### config.mk
export PLATFORM = sky130hd
export DESIGN_NAME = ordered_table_with_shift_top
export DESIGN_NICKNAME = d
export VERILOG_FILES = /design/src/hw/rtl/oth_pkg.sv /design/src/hw/rtl/ordered_table_with_shift_top.sv /design/src/hw/rtl/oth_ram.sv /design/src/hw/rtl/oth_ctrl.sv /design/src/hw/rtl/oth_dp.sv
export SDC_FILE = /design/constraint.sdc
export NUM_CORES = 2
export LEC_CHECK = 0
export BUFFER_PORTS_ARGS = -buffer_cell sky130_fd_sc_hd__buf_2
export CORE_MARGIN = 5
export CORE_UTILIZATION = 40
export DETAILED_ROUTE_END_ITERATION = 10
export PLACE_DENSITY = 0.68
export SLEW_MARGIN = 20
export SYNTH_ARGS = -nofsm -noshare
export SYNTH_HDL_FRONTEND = slang
export SYNTH_SLANG_ARGS = --single-unit
### constraint.sdc
create_clock -name clk -period 5 [get_ports clk]
set_input_delay 0.75 -clock clk [delete_from_list [all_inputs] [get_ports clk]]
set_output_delay 0.75 -clock clk [all_outputs]
set_load 0.02 [all_outputs]
### src/hw/rtl/oth_pkg.sv
// Shared types and codes for the ordered table block.
package oth_pkg;

  localparam int DEPTH    = 64;

  localparam int FUNC_W   = 3;
  localparam int INDEX_W  = 7;
  localparam int WORD_W   = 32;
  localparam int STATUS_W = 2;
  localparam int POS_W    = 7;
  localparam int COUNT_W  = 7;
  localparam int CAP_W    = 8;

  localparam logic [FUNC_W-1:0] FN_APPEND = 3'd0;
  localparam logic [FUNC_W-1:0] FN_INSERT = 3'd1;
  localparam logic [FUNC_W-1:0] FN_POP    = 3'd2;
  localparam logic [FUNC_W-1:0] FN_REMOVE = 3'd3;
  localparam logic [FUNC_W-1:0] FN_FIND   = 3'd4;
  localparam logic [FUNC_W-1:0] FN_READ   = 3'd5;
  localparam logic [FUNC_W-1:0] FN_SPARE6 = 3'd6;
  localparam logic [FUNC_W-1:0] FN_SPARE7 = 3'd7;

  localparam logic [STATUS_W-1:0] ST_OK    = 2'd0;
  localparam logic [STATUS_W-1:0] ST_RANGE = 2'd1;
  localparam logic [STATUS_W-1:0] ST_EMPTY = 2'd2;
  localparam logic [STATUS_W-1:0] ST_FULL  = 2'd3;

  typedef struct packed {
    logic load;
    logic start;
    logic step;
    logic put;
    logic finish;
  } oth_cmd_t;

  typedef struct packed {
    logic err;
    logic need_scan;
    logic is_add;
    logic last;
    logic hit;
    logic out_free;
  } oth_stat_t;

endpackage

### src/hw/rtl/ordered_table_with_shift_top.sv
// Each word passes through load and check, then an optional walk through the entry RAM (insert,
// remove, pop, find, read), an optional put of the new item (append, insert) and a finish
// that registers the result once the output is free. Throughput: one word at a time; the
// walk reads one entry per cycle, and a find stops its walk at the first match.
// Reset (synchronous): count 0, capacity 1, no result pending; entry storage is not cleared.
module ordered_table_with_shift_top (
  input  logic                                clk,
  input  logic                                rst,
  input  logic                                in_valid,
  output logic                                in_stall,
  input  logic [oth_pkg::FUNC_W-1:0]          func,
  input  logic [oth_pkg::INDEX_W-1:0]         index,
  input  logic signed [oth_pkg::WORD_W-1:0]   item_value,
  output logic                                out_valid,
  input  logic                                out_stall,
  output logic [oth_pkg::STATUS_W-1:0]        status,
  output logic signed [oth_pkg::WORD_W-1:0]   value,
  output logic                                found,
  output logic signed [oth_pkg::POS_W-1:0]    position,
  output logic [oth_pkg::COUNT_W-1:0]         count,
  output logic [oth_pkg::CAP_W-1:0]           capacity,
  output logic                                empty_res
);
  import oth_pkg::*;

  oth_cmd_t  cmd;
  oth_stat_t st;

  oth_ctrl u_ctrl (
    .clk      (clk),
    .rst      (rst),
    .in_valid (in_valid),
    .in_stall (in_stall),
    .st       (st),
    .cmd      (cmd)
  );

  oth_dp u_dp (
    .clk        (clk),
    .rst        (rst),
    .cmd        (cmd),
    .st         (st),
    .func       (func),
    .index      (index),
    .item_value (item_value),
    .out_valid  (out_valid),
    .out_stall  (out_stall),
    .status     (status),
    .value      (value),
    .found      (found),
    .position   (position),
    .count      (count),
    .capacity   (capacity),
    .empty_res  (empty_res)
  );

endmodule

### src/hw/rtl/oth_ram.sv
// Generic simple dual-port RAM with registered read.
module oth_ram #(
  parameter int WIDTH = 32,
  parameter int DEPTH = 64
) (
  input  logic                     clk,
  input  logic                     wr_en,
  input  logic [$clog2(DEPTH)-1:0] wr_addr,
  input  logic [WIDTH-1:0]         wr_data,
  input  logic                     rd_en,
  input  logic [$clog2(DEPTH)-1:0] rd_addr,
  output logic [WIDTH-1:0]         rd_data
);

  logic [WIDTH-1:0] mem [DEPTH];

  always_ff @(posedge clk) begin
    if (wr_en) begin
      mem[wr_addr] <= wr_data;
    end
    if (rd_en) begin
      rd_data <= mem[rd_addr];
    end
  end

endmodule

### src/hw/rtl/oth_ctrl.sv
// Controller state machine for the ordered table block.
module oth_ctrl (
  input  logic              clk,
  input  logic              rst,
  input  logic              in_valid,
  output logic              in_stall,
  input  oth_pkg::oth_stat_t st,
  output oth_pkg::oth_cmd_t  cmd
);
  import oth_pkg::*;

  typedef enum logic [2:0] {
    S_IDLE,
    S_CHECK,
    S_SCAN,
    S_DRAIN,
    S_PUT,
    S_FINISH
  } state_t;

  state_t state;
  state_t state_next;

  always_comb begin
    state_next = state;
    cmd        = '0;
    case (state)
      S_IDLE: begin
        if (in_valid) begin
          cmd.load   = 1'b1;
          state_next = S_CHECK;
        end
      end
      S_CHECK: begin
        if (st.err) begin
          state_next = S_FINISH;
        end else if (st.need_scan) begin
          cmd.start  = 1'b1;
          state_next = S_SCAN;
        end else if (st.is_add) begin
          state_next = S_PUT;
        end else begin
          state_next = S_FINISH;
        end
      end
      S_SCAN: begin
        // stop a search as soon as a match comes back
        if (st.hit) begin
          state_next = S_FINISH;
        end else begin
          cmd.step = 1'b1;
          if (st.last) begin
            state_next = S_DRAIN;
          end
        end
      end
      S_DRAIN: begin
        state_next = st.is_add ? S_PUT : S_FINISH;
      end
      S_PUT: begin
        cmd.put    = 1'b1;
        state_next = S_FINISH;
      end
      S_FINISH: begin
        if (st.out_free) begin
          cmd.finish = 1'b1;
          state_next = S_IDLE;
        end
      end
      default: begin
        state_next = S_IDLE;
      end
    endcase
  end

  always_ff @(posedge clk) begin
    if (rst) begin
      state <= S_IDLE;
    end else begin
      state <= state_next;
    end
  end

  assign in_stall = (state != S_IDLE);

endmodule

### src/hw/rtl/oth_dp.sv
// Datapath: entry storage, walk pointer, count, capacity and result register.
module oth_dp (
  input  logic                                clk,
  input  logic                                rst,
  input  oth_pkg::oth_cmd_t                   cmd,
  output oth_pkg::oth_stat_t                  st,
  input  logic [oth_pkg::FUNC_W-1:0]          func,
  input  logic [oth_pkg::INDEX_W-1:0]         index,
  input  logic signed [oth_pkg::WORD_W-1:0]   item_value,
  output logic                                out_valid,
  input  logic                                out_stall,
  output logic [oth_pkg::STATUS_W-1:0]        status,
  output logic signed [oth_pkg::WORD_W-1:0]   value,
  output logic                                found,
  output logic signed [oth_pkg::POS_W-1:0]    position,
  output logic [oth_pkg::COUNT_W-1:0]         count,
  output logic [oth_pkg::CAP_W-1:0]           capacity,
  output logic                                empty_res
);
  import oth_pkg::*;

  localparam int AW = $clog2(DEPTH);
  localparam int CW = $clog2(DEPTH + 1);
  localparam int IW = (CW > INDEX_W) ? CW : INDEX_W;
  localparam int PW = CW + 1;
  localparam int KW = CW + 2;

  logic [CW-1:0]     cnt;
  logic [PW-1:0]     cap;
  logic [FUNC_W-1:0] fn_r;
  logic [IW-1:0]     idx_r;
  logic [WORD_W-1:0] item_r;
  logic [WORD_W-1:0] value_r;
  logic              found_r;
  logic [AW-1:0]     pos_r;
  logic [AW-1:0]     ptr;
  logic              pend;
  logic [AW-1:0]     pend_a;

  logic              wr_en;
  logic [AW-1:0]     wr_addr;
  logic [WORD_W-1:0] wr_data;
  logic [WORD_W-1:0] rd_data;

  logic [IW-1:0]       cnt_w;
  logic                is_add;
  logic                is_del;
  logic                is_find;
  logic                is_read;
  logic                tbl_full;
  logic                tbl_empty;
  logic [STATUS_W-1:0] code;
  logic                ok;
  logic [AW-1:0]       idx_a;
  logic [AW-1:0]       last_a;
  logic [AW-1:0]       start_a;
  logic [AW-1:0]       end_a;
  logic                hit;
  logic                out_free;
  logic [CW-1:0]       cnt_next;
  logic [PW-1:0]       cap_grow;
  logic [PW-1:0]       cap_next;

  oth_ram #(.WIDTH(WORD_W), .DEPTH(DEPTH)) u_ram (
    .clk     (clk),
    .wr_en   (wr_en),
    .wr_addr (wr_addr),
    .wr_data (wr_data),
    .rd_en   (cmd.step),
    .rd_addr (ptr),
    .rd_data (rd_data)
  );

  assign cnt_w     = IW'(cnt);
  assign is_add    = (fn_r == FN_APPEND) || (fn_r == FN_INSERT);
  assign is_del    = (fn_r == FN_POP) || (fn_r == FN_REMOVE);
  assign is_find   = (fn_r == FN_FIND);
  assign is_read   = (fn_r == FN_READ);
  assign tbl_full  = (cnt == CW'(DEPTH));
  assign tbl_empty = (cnt == '0);
  assign idx_a     = idx_r[AW-1:0];
  assign last_a    = AW'(cnt - 1'b1);

  always_comb begin
    code = ST_OK;
    if (is_add) begin
      if (tbl_full) begin
        code = ST_FULL;
      end else if (idx_r > cnt_w) begin
        code = ST_RANGE;
      end
    end else if (is_del) begin
      if (tbl_empty) begin
        code = ST_EMPTY;
      end else if (idx_r >= cnt_w) begin
        code = ST_RANGE;
      end
    end else if (is_read) begin
      if (idx_r >= cnt_w) begin
        code = ST_RANGE;
      end
    end
  end

  assign ok = (code == ST_OK);

  // insert walks down from the last entry, everything else walks up
  assign start_a = is_add ? last_a : (is_find ? '0 : idx_a);
  assign end_a   = is_add ? idx_a : ((is_find || is_del) ? last_a : idx_a);

  assign hit      = pend && is_find && (rd_data == item_r);
  assign out_free = !out_valid || !out_stall;

  always_comb begin
    st           = '0;
    st.err       = !ok;
    st.is_add    = is_add;
    st.last      = (ptr == end_a);
    st.hit       = hit;
    st.out_free  = out_free;
    st.need_scan = is_add ? (idx_r < cnt_w) :
                   (is_find ? !tbl_empty : (is_del || is_read));
  end

  // write back the word read in the previous cycle, shifted by one place, or the new item on a put
  always_comb begin
    wr_en   = 1'b0;
    wr_addr = pend_a;
    wr_data = rd_data;
    if (cmd.put) begin
      wr_en   = 1'b1;
      wr_addr = idx_a;
      wr_data = item_r;
    end else if (pend) begin
      if (is_add) begin
        wr_en   = 1'b1;
        wr_addr = AW'(pend_a + 1'b1);
      end else if (is_del && (pend_a != idx_a)) begin
        wr_en   = 1'b1;
        wr_addr = AW'(pend_a - 1'b1);
      end
    end
  end

  always_comb begin
    cnt_next = cnt;
    if (ok && is_add) begin
      cnt_next = CW'(cnt + 1'b1);
    end else if (ok && is_del) begin
      cnt_next = CW'(cnt - 1'b1);
    end
    cap_grow = (PW'(cnt_next) == cap) ? PW'({cap, 1'b0}) : cap;
    cap_next = cap;
    if (ok && (is_add || is_del)) begin
      if ((cap_grow > PW'(4)) && ((KW'(cnt_next) << 2) <= KW'(cap_grow))) begin
        cap_next = cap_grow >> 1;
      end else begin
        cap_next = cap_grow;
      end
    end
  end

  always_ff @(posedge clk) begin
    if (rst) begin
      cnt       <= '0;
      cap       <= PW'(1);
      pend      <= 1'b0;
      out_valid <= 1'b0;
    end else begin
      pend <= cmd.step;
      if (cmd.finish) begin
        cnt       <= cnt_next;
        cap       <= cap_next;
        out_valid <= 1'b1;
      end else if (!out_stall) begin
        out_valid <= 1'b0;
      end
    end
  end

  always_ff @(posedge clk) begin
    if (cmd.load) begin
      fn_r    <= func;
      item_r  <= item_value;
      found_r <= 1'b0;
      case (func)
        FN_APPEND: idx_r <= IW'(cnt);
        FN_POP:    idx_r <= IW'(CW'(cnt - 1'b1));
        default:   idx_r <= IW'(index);
      endcase
    end
    if (cmd.start) begin
      ptr <= start_a;
    end else if (cmd.step) begin
      ptr <= is_add ? AW'(ptr - 1'b1) : AW'(ptr + 1'b1);
    end
    if (cmd.step) begin
      pend_a <= ptr;
    end
    if (pend && ((is_del && (pend_a == idx_a)) || is_read)) begin
      value_r <= rd_data;
    end
    if (hit && !found_r) begin
      found_r <= 1'b1;
      pos_r   <= pend_a;
    end
    if (cmd.finish) begin
      status    <= code;
      value     <= !ok ? '1 : ((is_del || is_read) ? value_r : '0);
      found     <= found_r;
      position  <= found_r ? POS_W'(pos_r) : '1;
      count     <= COUNT_W'(cnt_next);
      capacity  <= CAP_W'(cap_next);
      empty_res <= (cnt_next == '0);
    end
  end

  a_cnt_bound: assert property (@(posedge clk) disable iff (rst)
    cnt <= CW'(DEPTH))
    else $error("entry count above depth");

  a_cap_pow2: assert property (@(posedge clk) disable iff (rst)
    $onehot(cap))
    else $error("capacity not a power of two");

  a_cnt_hold: assert property (@(posedge clk) disable iff (rst)
    !$past(rst) && !$past(cmd.finish) |-> $stable(cnt))
    else $error("entry count changed outside commit");

endmodule
; ---- Yosys cells after proc, flatten, opt, wreduce, memory -nomap -nowiden
; Memories as Yosys holds them, arrays and structs flattened. A register that Yosys moved wholly into a read port is not among the register bits.
; Cells that the tools add are included.
; Widths: inputs -> output; s select.
[word_totals]
register_bits = 171
ramBits = 2048
input_bits = 46
output_inout_bits = 60
word_cells = 139
mem_count = 1
[mem_list]
columns = name, depth, width, read_ports, rd_ports_with_merged_regs, wr, line_no
row1 = u_dp.u_ram.mem, 64, 32, 1, 1, 1, oth_ram.sv:15  ; logic [WIDTH-1:0] mem [DEPTH];
[op_classes]
add_sub_neg = 6
order_cmp = 5
eq_ne = 21
n_mux = 55
n_reduce_logical = 30
[op_table]
columns = operator, count
row1 = $mux 6, 11
row2 = $mux 32, 2
row3 = $eq 32x32->1, 1
row4 = $mux 8, 3
row5 = $mux 1, 23
row6 = $mux 7, 3
row7 = $mux 3, 6
row8 = $pmux 3 s6, 1
row9 = $eq 3x2->1 const B, 5
row10 = $logic_not 7->1, 2
row11 = $pmux 7 s2, 1
row12 = $add 6x1->6 const B, 2
row13 = $eq 3x3->1 const B, 4
row14 = $eq 6x6->1, 2
row15 = $sub 6x1->6 const B, 2
row16 = $logic_and 1x1->1, 10
row17 = $mux 2, 5
row18 = $le 9x8->1, 1
row19 = $logic_not 3->1, 3
row20 = $eq 7x8->1, 1
row21 = $gt 8x3->1 const B, 1
row22 = $add 7x1->7 const B, 1
row23 = $eq 7x7->1 const B, 1
row24 = $ge 7x7->1, 1
row25 = 14 further kinds, 25

; ---- Longest topological paths before layout
[logic_depth]
word_depth = 15
ltp_mapped = 24
depth_no_buf = 21

; ---- Cells and area by module
; A second synthesis with hierarchy kept.
[hier_totals]
hier_cells = 4112
hier_area_um2 = 87981.9
[by_module_without_submodules]
columns = module, n_inst, cells_per_inst, area_per_inst_um2, seq_area_each_um2
row1 = oth_ram, 1, 3324, 78835.6, 62459.9
row2 = oth_dp, 1, 752, 8871.0, 4864.7
row3 = oth_ctrl, 1, 36, 275.3, 60.1

; ---- Worst setup path after synthesis
; Ideal clock, no wire load.
[synth_timing]
kind = register -> register
startpoint = reg u_dp.cnt[0]
endpoint = reg u_dp.cap[3]
arrival_ps = 5245
required_ps = 4881
setup_slack_ps = -363
stages_incl_launch_ff = 23
n_path_buf = 3
synth_period_minus_slack_ps = 5363
path_cell_list = dfxtp_1 -> clkbuf_1 -> inv_1 -> ha_1 -> or3b_4 -> nor3_1 -> nor3_1 -> nand2_2 -> a2bb2o_1 -> xnor2_1 -> or4_1 -> buf_2 -> nor2_4 -> a21oi_1 -> ha_1 -> inv_1 -> or2_2 -> a211oi_2 -> a32oi_4 -> a211o_4 -> buf_6 -> o31a_1 -> o221a_2
[synth_via]
elab_chain_cells = 15
elab_cells_between_ends = 26
[synth_lines]
columns = item, line_no
row1 = from (decl), oth_dp.sv:28  ; logic [CW-1:0] cnt;
row2 = from (signal assigned), oth_dp.sv:172  ; cnt <= cnt_next;
row3 = $ge 7x7->1, "oth_dp.sv:95, oth_dp.sv:99"
row4 = $mux 1, "oth_dp.sv:95, oth_dp.sv:99"
row5 = "$mux 2, on equally long branches", "oth_dp.sv:98, oth_dp.sv:93"
row6 = $mux 2, oth_dp.sv:92  ; end else if (is_del) begin
row7 = $mux 2, oth_dp.sv:86  ; if (is_add) begin
row8 = $logic_not 2->1, oth_dp.sv:105  ; assign ok = (code == ST_OK);
row9 = $logic_and 1x1->1, oth_dp.sv:149  ; end else if (ok && is_del) begin
row10 = $mux 7, oth_dp.sv:149
row11 = $mux 7, oth_dp.sv:147  ; if (ok && is_add) begin
row12 = $eq 7x8->1, oth_dp.sv:152  ; cap_grow = (PW'(cnt_next) == cap) ? PW'({cap, 1'b0}) : cap;
row13 = $mux 8, oth_dp.sv:152
row14 = $le 9x8->1 / $gt 8x3->1 (equally long branches), oth_dp.sv:155  ; if ((cap_grow > PW'(4)) && ((KW'(cnt_next) << 2) <= KW'(cap_grow))) begin
row15 = $logic_and 1x1->1, oth_dp.sv:155
row16 = $mux 8, oth_dp.sv:155
row17 = $mux 8 *, oth_dp.sv:154  ; if (ok && (is_add || is_del)) begin
row18 = to (signal assigned), oth_dp.sv:173  ; cap <= cap_next;
row19 = to (decl), oth_dp.sv:29  ; logic [PW-1:0] cap;
; Mark *: on every way between the ends. The rest lies on a longest branch, timed or not.
; A chain may end at the register's enable or synchronous reset.

; ---- Worst setup path in the final report
[layout_timing]
startpoint = reg u_dp.idx_r[4]
endpoint = reg u_dp.capacity[1] (netlist name), data pin
[layout_via]
elab_chain_cells = 15
elab_cells_between_ends = 22
[layout_lines]
columns = item, line_no
row1 = from (decl), oth_dp.sv:31  ; logic [IW-1:0] idx_r;
row2 = from (signal assigned), oth_dp.sv:187  ; FN_APPEND: idx_r <= IW'(cnt);
row3 = from (signal assigned), oth_dp.sv:188  ; FN_POP: idx_r <= IW'(CW'(cnt - 1'b1));
row4 = from (signal assigned), oth_dp.sv:189  ; default: idx_r <= IW'(index);
row5 = $ge 7x7->1, "oth_dp.sv:95, oth_dp.sv:99"
row6 = $mux 1, "oth_dp.sv:95, oth_dp.sv:99"
row7 = "$mux 2, on equally long branches", "oth_dp.sv:98, oth_dp.sv:93"
row8 = $mux 2, oth_dp.sv:92
row9 = $mux 2 *, oth_dp.sv:86
row10 = $logic_not 2->1 *, oth_dp.sv:105
row11 = $logic_and 1x1->1, oth_dp.sv:149
row12 = $mux 7, oth_dp.sv:149
row13 = $mux 7, oth_dp.sv:147
row14 = $eq 7x8->1, oth_dp.sv:152
row15 = $mux 8, oth_dp.sv:152
row16 = $le 9x8->1 / $gt 8x3->1 (equally long branches), oth_dp.sv:155
row17 = $logic_and 1x1->1, oth_dp.sv:155
row18 = $mux 8, oth_dp.sv:155
row19 = $mux 8 *, oth_dp.sv:154
row20 = named net u_dp.cap_next[1], oth_dp.sv:62  ; logic [PW-1:0] cap_next;
row21 = to (signal assigned), oth_dp.sv:213  ; capacity <= CAP_W'(cap_next);
row22 = to (decl), oth_dp.sv:17  ; output logic [oth_pkg::CAP_W-1:0] capacity,
; Mark *: on every way through the listed nets, which the timed path passes. The rest lies on a longest branch.

==> results by group <==
Run status
  • Status: complete, no violations

Synth
  • Post-synth top area share: 76.2%
  • Netlist cell types: slightly below 90
  • Syn avg cell area: between 20 and 25 um2
  • Number of synthesized flops with an enable pin: 2230
  • Most frequent cell after synthesis: edfxtp_1
  • Synth area leader: edfxtp_1
  • Yosys reg bits: between 2000 and 2500
  • Cell Area, Synth: between 80000 and 90000 um2
  • Top post-synthesis cells by count: edfxtp_1 (2230), mux4_2 (662), nand2_1 (186)
  • Synth area leaders: edfxtp_1 (76%), mux4_2 (17%), nand2_1 (0.79%), xnor2_1 (0.66%), clkbuf_1 (0.55%)
  • Ys async rst share: 0%
  • Yosys warning count: 0
  • Post-synth net total: roughly 4000
  • Top FF cell, synth: edfxtp_1
  • Seq/Total Area, Yosys: between 70% and 80%
  • Cells after synthesis: roughly 3900

Route
  • Post-route ant nets: 0
  • 1st-pass router iterations: 5
  • Drt wl/cell: between 20 and 30 um
  • WL met3: about 21 mm
  • WL met2: 104 mm
  • Via count: about 43000
  • Drt initial violations: between 5000 and 6000
  • Vias/cell: 5.84
  • Residual DRC: 0
  • Post-Route WL: 219 mm
  • DR top layer: met4
  • DRT met1 WL: between 80 and 90 mm

STA
  • Setup Viol. Count Final: 0
  • Max_slew headroom: 25.6%
  • Fmax: 205 MHz
  • Final period util: between 90% and 100%
  • Post-route minimum period: 4.87 ns
  • Hold Fails Final Rpt: 0
  • WHS: 0.0882 ns
  • Worst slew pin tran: roughly 1.1 ns
  • Worst Skew: 0.0436 ns
  • Max Slew Vio Count: 0

Critical path
  • Cells along the critical path: ha_4 > nand4_1 > buf_4 > nor2_1 > a21o_1 > a21oi_4 > a2bb2o_4 > xnor2_2 > or4_4 > nor2_4 > a21oi_2 > ha_1 > inv_1 > nor2_1 > a2111oi_4 > a32oi_4 > buf_6 > a211o_4 > a21oi_4 > a2bb2oi_2
  • Endpoint type of the worst setup path: flip-flop
  • CP max stage cell: or4_4
  • Worst Path Arrival: ~5.5 ns
  • CP bufs+invs: 3
  • R2R cell count: 20
  • Reg2reg start: u_dp.idx_r[4]
  • Nature of the critical path startpoint: flip-flop
  • R2r setup slk: roughly 0.13 ns
  • Setup CP Type: reg -> reg
  • Crit path required time: ~5.7 ns
  • Crit Path Max Fanout: 6
  • R2R Path End: u_dp.capacity[1]
  • Max incr delay on CP: 0.52 ns
  • Cell family with most CP delay: compound AO/OA/AOI/OAI gates

Layout
  • Synthesis-to-finish area growth: 15.7%
  • Layout cells sized above 1: between 30 and 40%
  • Final net count: 4328
  • Filler cells: 17604

Global route
  • GRT Util Overall: a little under a fifth
  • First-pass GRT wire length: between 300 and 400 mm
  • Initial antenna violation count: 10
  • Vias in the first global route: around 43000
  • Total congestion overflow: 0
  • Pin count of the biggest net entering global routing: 105

Place
  • Buffers on Ports: 105
  • DP HPWL: between 100 and 150 mm
  • Gpl congestion: between 0.8 and 0.9

Floorplan
  • Initial core utilization: approximately 40%
  • Chip width: 479 um
  • # IOs: approximately 110
  • Die height: between 400 and 500 um
  • DIE AREA: ~230000 um2
  • Num rows: between 150 and 200
  • Core area: ~220000 um2

Power and ir drop
  • Cell area power density: approximately 470 nW/um2
  • NetSw: between 10000 and 15000 uW
  • Clock group share of total power: between 30% and 40%
  • Static Leak: 0.0317 uW
  • Flop pwr share: approximately half
  • Total Power: 47300 uW
  • Power share of the combinational group: between 10% and 20%
  • Switching fraction of total power: roughly a quarter
  • Max VDD drop: ~0.37 mV
  • Internal power: between 30000 and 40000 uW

Clock tree
  • CTS Root Cell: clkbuf_16
  • Clock sink count: 2251
  • Max clock buf depth: 3
  • Worst-skew pair later-pin latency: about 0.85 ns
  • Clock slew at reported path FFs: about 0.060 ns
  • CTS tree: yes
  • CTS H-tree lvls: 4
  • CTS Buf Count: about 220
  • Post-CTS Hold Fix Bufs: 0

Worst hold path
  • Min-delay worst type: in -> reg
  • Hold path depth: 1
  • Hold Path End: u_dp.item_r[18]
  • Worst Min Path Start: item_value[18]

Run
  • Max-cap viol count: 0
## state kept, by name (all words and copies together), names as in the netlist, 6 cells and up
name                count
u_dp.value_r           32
u_dp.count              7
u_dp.cap                8
u_dp.pend_a             6
u_dp.pos_r              6
u_dp.ptr                6
u_dp.u_ram.mem       2048
u_dp.capacity           8
u_dp.cnt                7
u_dp.position           7
u_dp.u_ram.rd_data     32
u_dp.idx_r              7
u_dp.value             32
u_dp.item_r            32
## power by group through the flow
stage / logic (uW) / clock network, uW / registers (uW)
floorplan: 5320 / 0 / 23200
CTS: 8570 / 16100 / 22800
detailed placement: 8550 / 0 / 23200
global route: 9180 / 16900 / 22800
finish: 8640 / 15800 / 22800
global placement: 8410 / 0 / 23200
## layer usage
layer,global-route usage [%],vias to the layer above
li1,-,17223
met1,27.6,22934
met4,5.24,0
met5,0,-
met3,3.63,315
met2,29.5,2255
## through the flow
step	instance area [um2]	setup TNS [ns]	cells	setup slack, ns	utilization (%)
3_5_place_dp	94400	0	6907	0.0205	43.1
5_1_grt	102000	-0.898	7316	-0.0944	46.4
2_1_floorplan	88000	0	3897	0.0106	-
4_1_cts	101000	0	7306	0.0250	46.2
3_3_place_gp	94400	0	6907	0.116	43.1
6_report	102000	0	7319	0.133	46.4
## logic make-up after synthesis
group	after synthesis	synth area share [%]
multiplexers	690	17.3
AO/OA/AOI/OAI	214	1.72
buffers and inverters	230	1.02
XOR/XNOR	78	0.799
adder cells (fa/ha/maj)	18	0.265
flip-flops	2251	76.7
AND/OR/NAND/NOR	416	2.16
## area by class of cell
type / instances / area [um2] / share of cell area [%]
clock buffers: 275 / 5660 / 5.57
diodes: 4 / 10.0 / 0.00985
multi-input cells: 1417 / 20300 / 20.0
repair buffers: 349 / 3260 / 3.21
flip-flops and latches: 2251 / 67400 / 66.3
clock inverters: 124 / 1210 / 1.19
inverters: 28 / 118 / 0.116
well taps: 2871 / 3590 / 3.54
## layout by cell type, fill, tap and decap left out, types with 6 or more instances in the layout
cell	count
clkbuf_1	57
nand3_1	17
nand2_1	184
mux2_2	11
nand2b_1	11
nor2_1	51
dfxtp_1	16
mux2i_1	16
clkinv_2	27
o211ai_1	6
edfxtp_1	2230
nor2_4	68
buf_2	105
nor4_1	8
buf_4	170
ha_1	12
a21o_1	38
clkinv_1	60
a21oi_1	46
xor2_1	11
clkbuf_16	217
mux4_2	662
nand4_1	13
or3_1	8
buf_12	71
o21ai_0	45
xnor2_1	63
inv_1	20
nor3_1	10
o22ai_1	8
bufinv_16	17
## worst max path at each step
| stage | cells past startpoint | endpoint | startpoint | slack, ns |
|---|---|---|---|---|
| 2_1_floorplan | 23 | u_dp.cap[3] | u_dp.cnt[6] | 0.01 |
| 3_3_place_gp | 20 | u_dp.cap[5] | u_dp.cnt[0] | 0.12 |
| 3_5_place_dp | 20 | u_dp.capacity[5] | u_dp.cnt[0] | 0.02 |
| 4_1_cts | 19 | u_dp.capacity[5] | u_dp.idx_r[5] | 0.02 |
| 5_1_grt | 23 | u_dp.capacity[1] | u_dp.idx_r[4] | -0.09 |
| 6_report | 20 | u_dp.capacity[1] | u_dp.idx_r[4] | 0.13 |
## timing repair
action / 4_1_cts / 5_1_grt
pin swaps: 0 / 19
cloned: 0 / 1
resized for setup: 1 / 35
endpoints found under the setup margin: 4 / 16
buffers inserted: 0 / 8
Note: power is estimated with default switching activity, not from simulation.
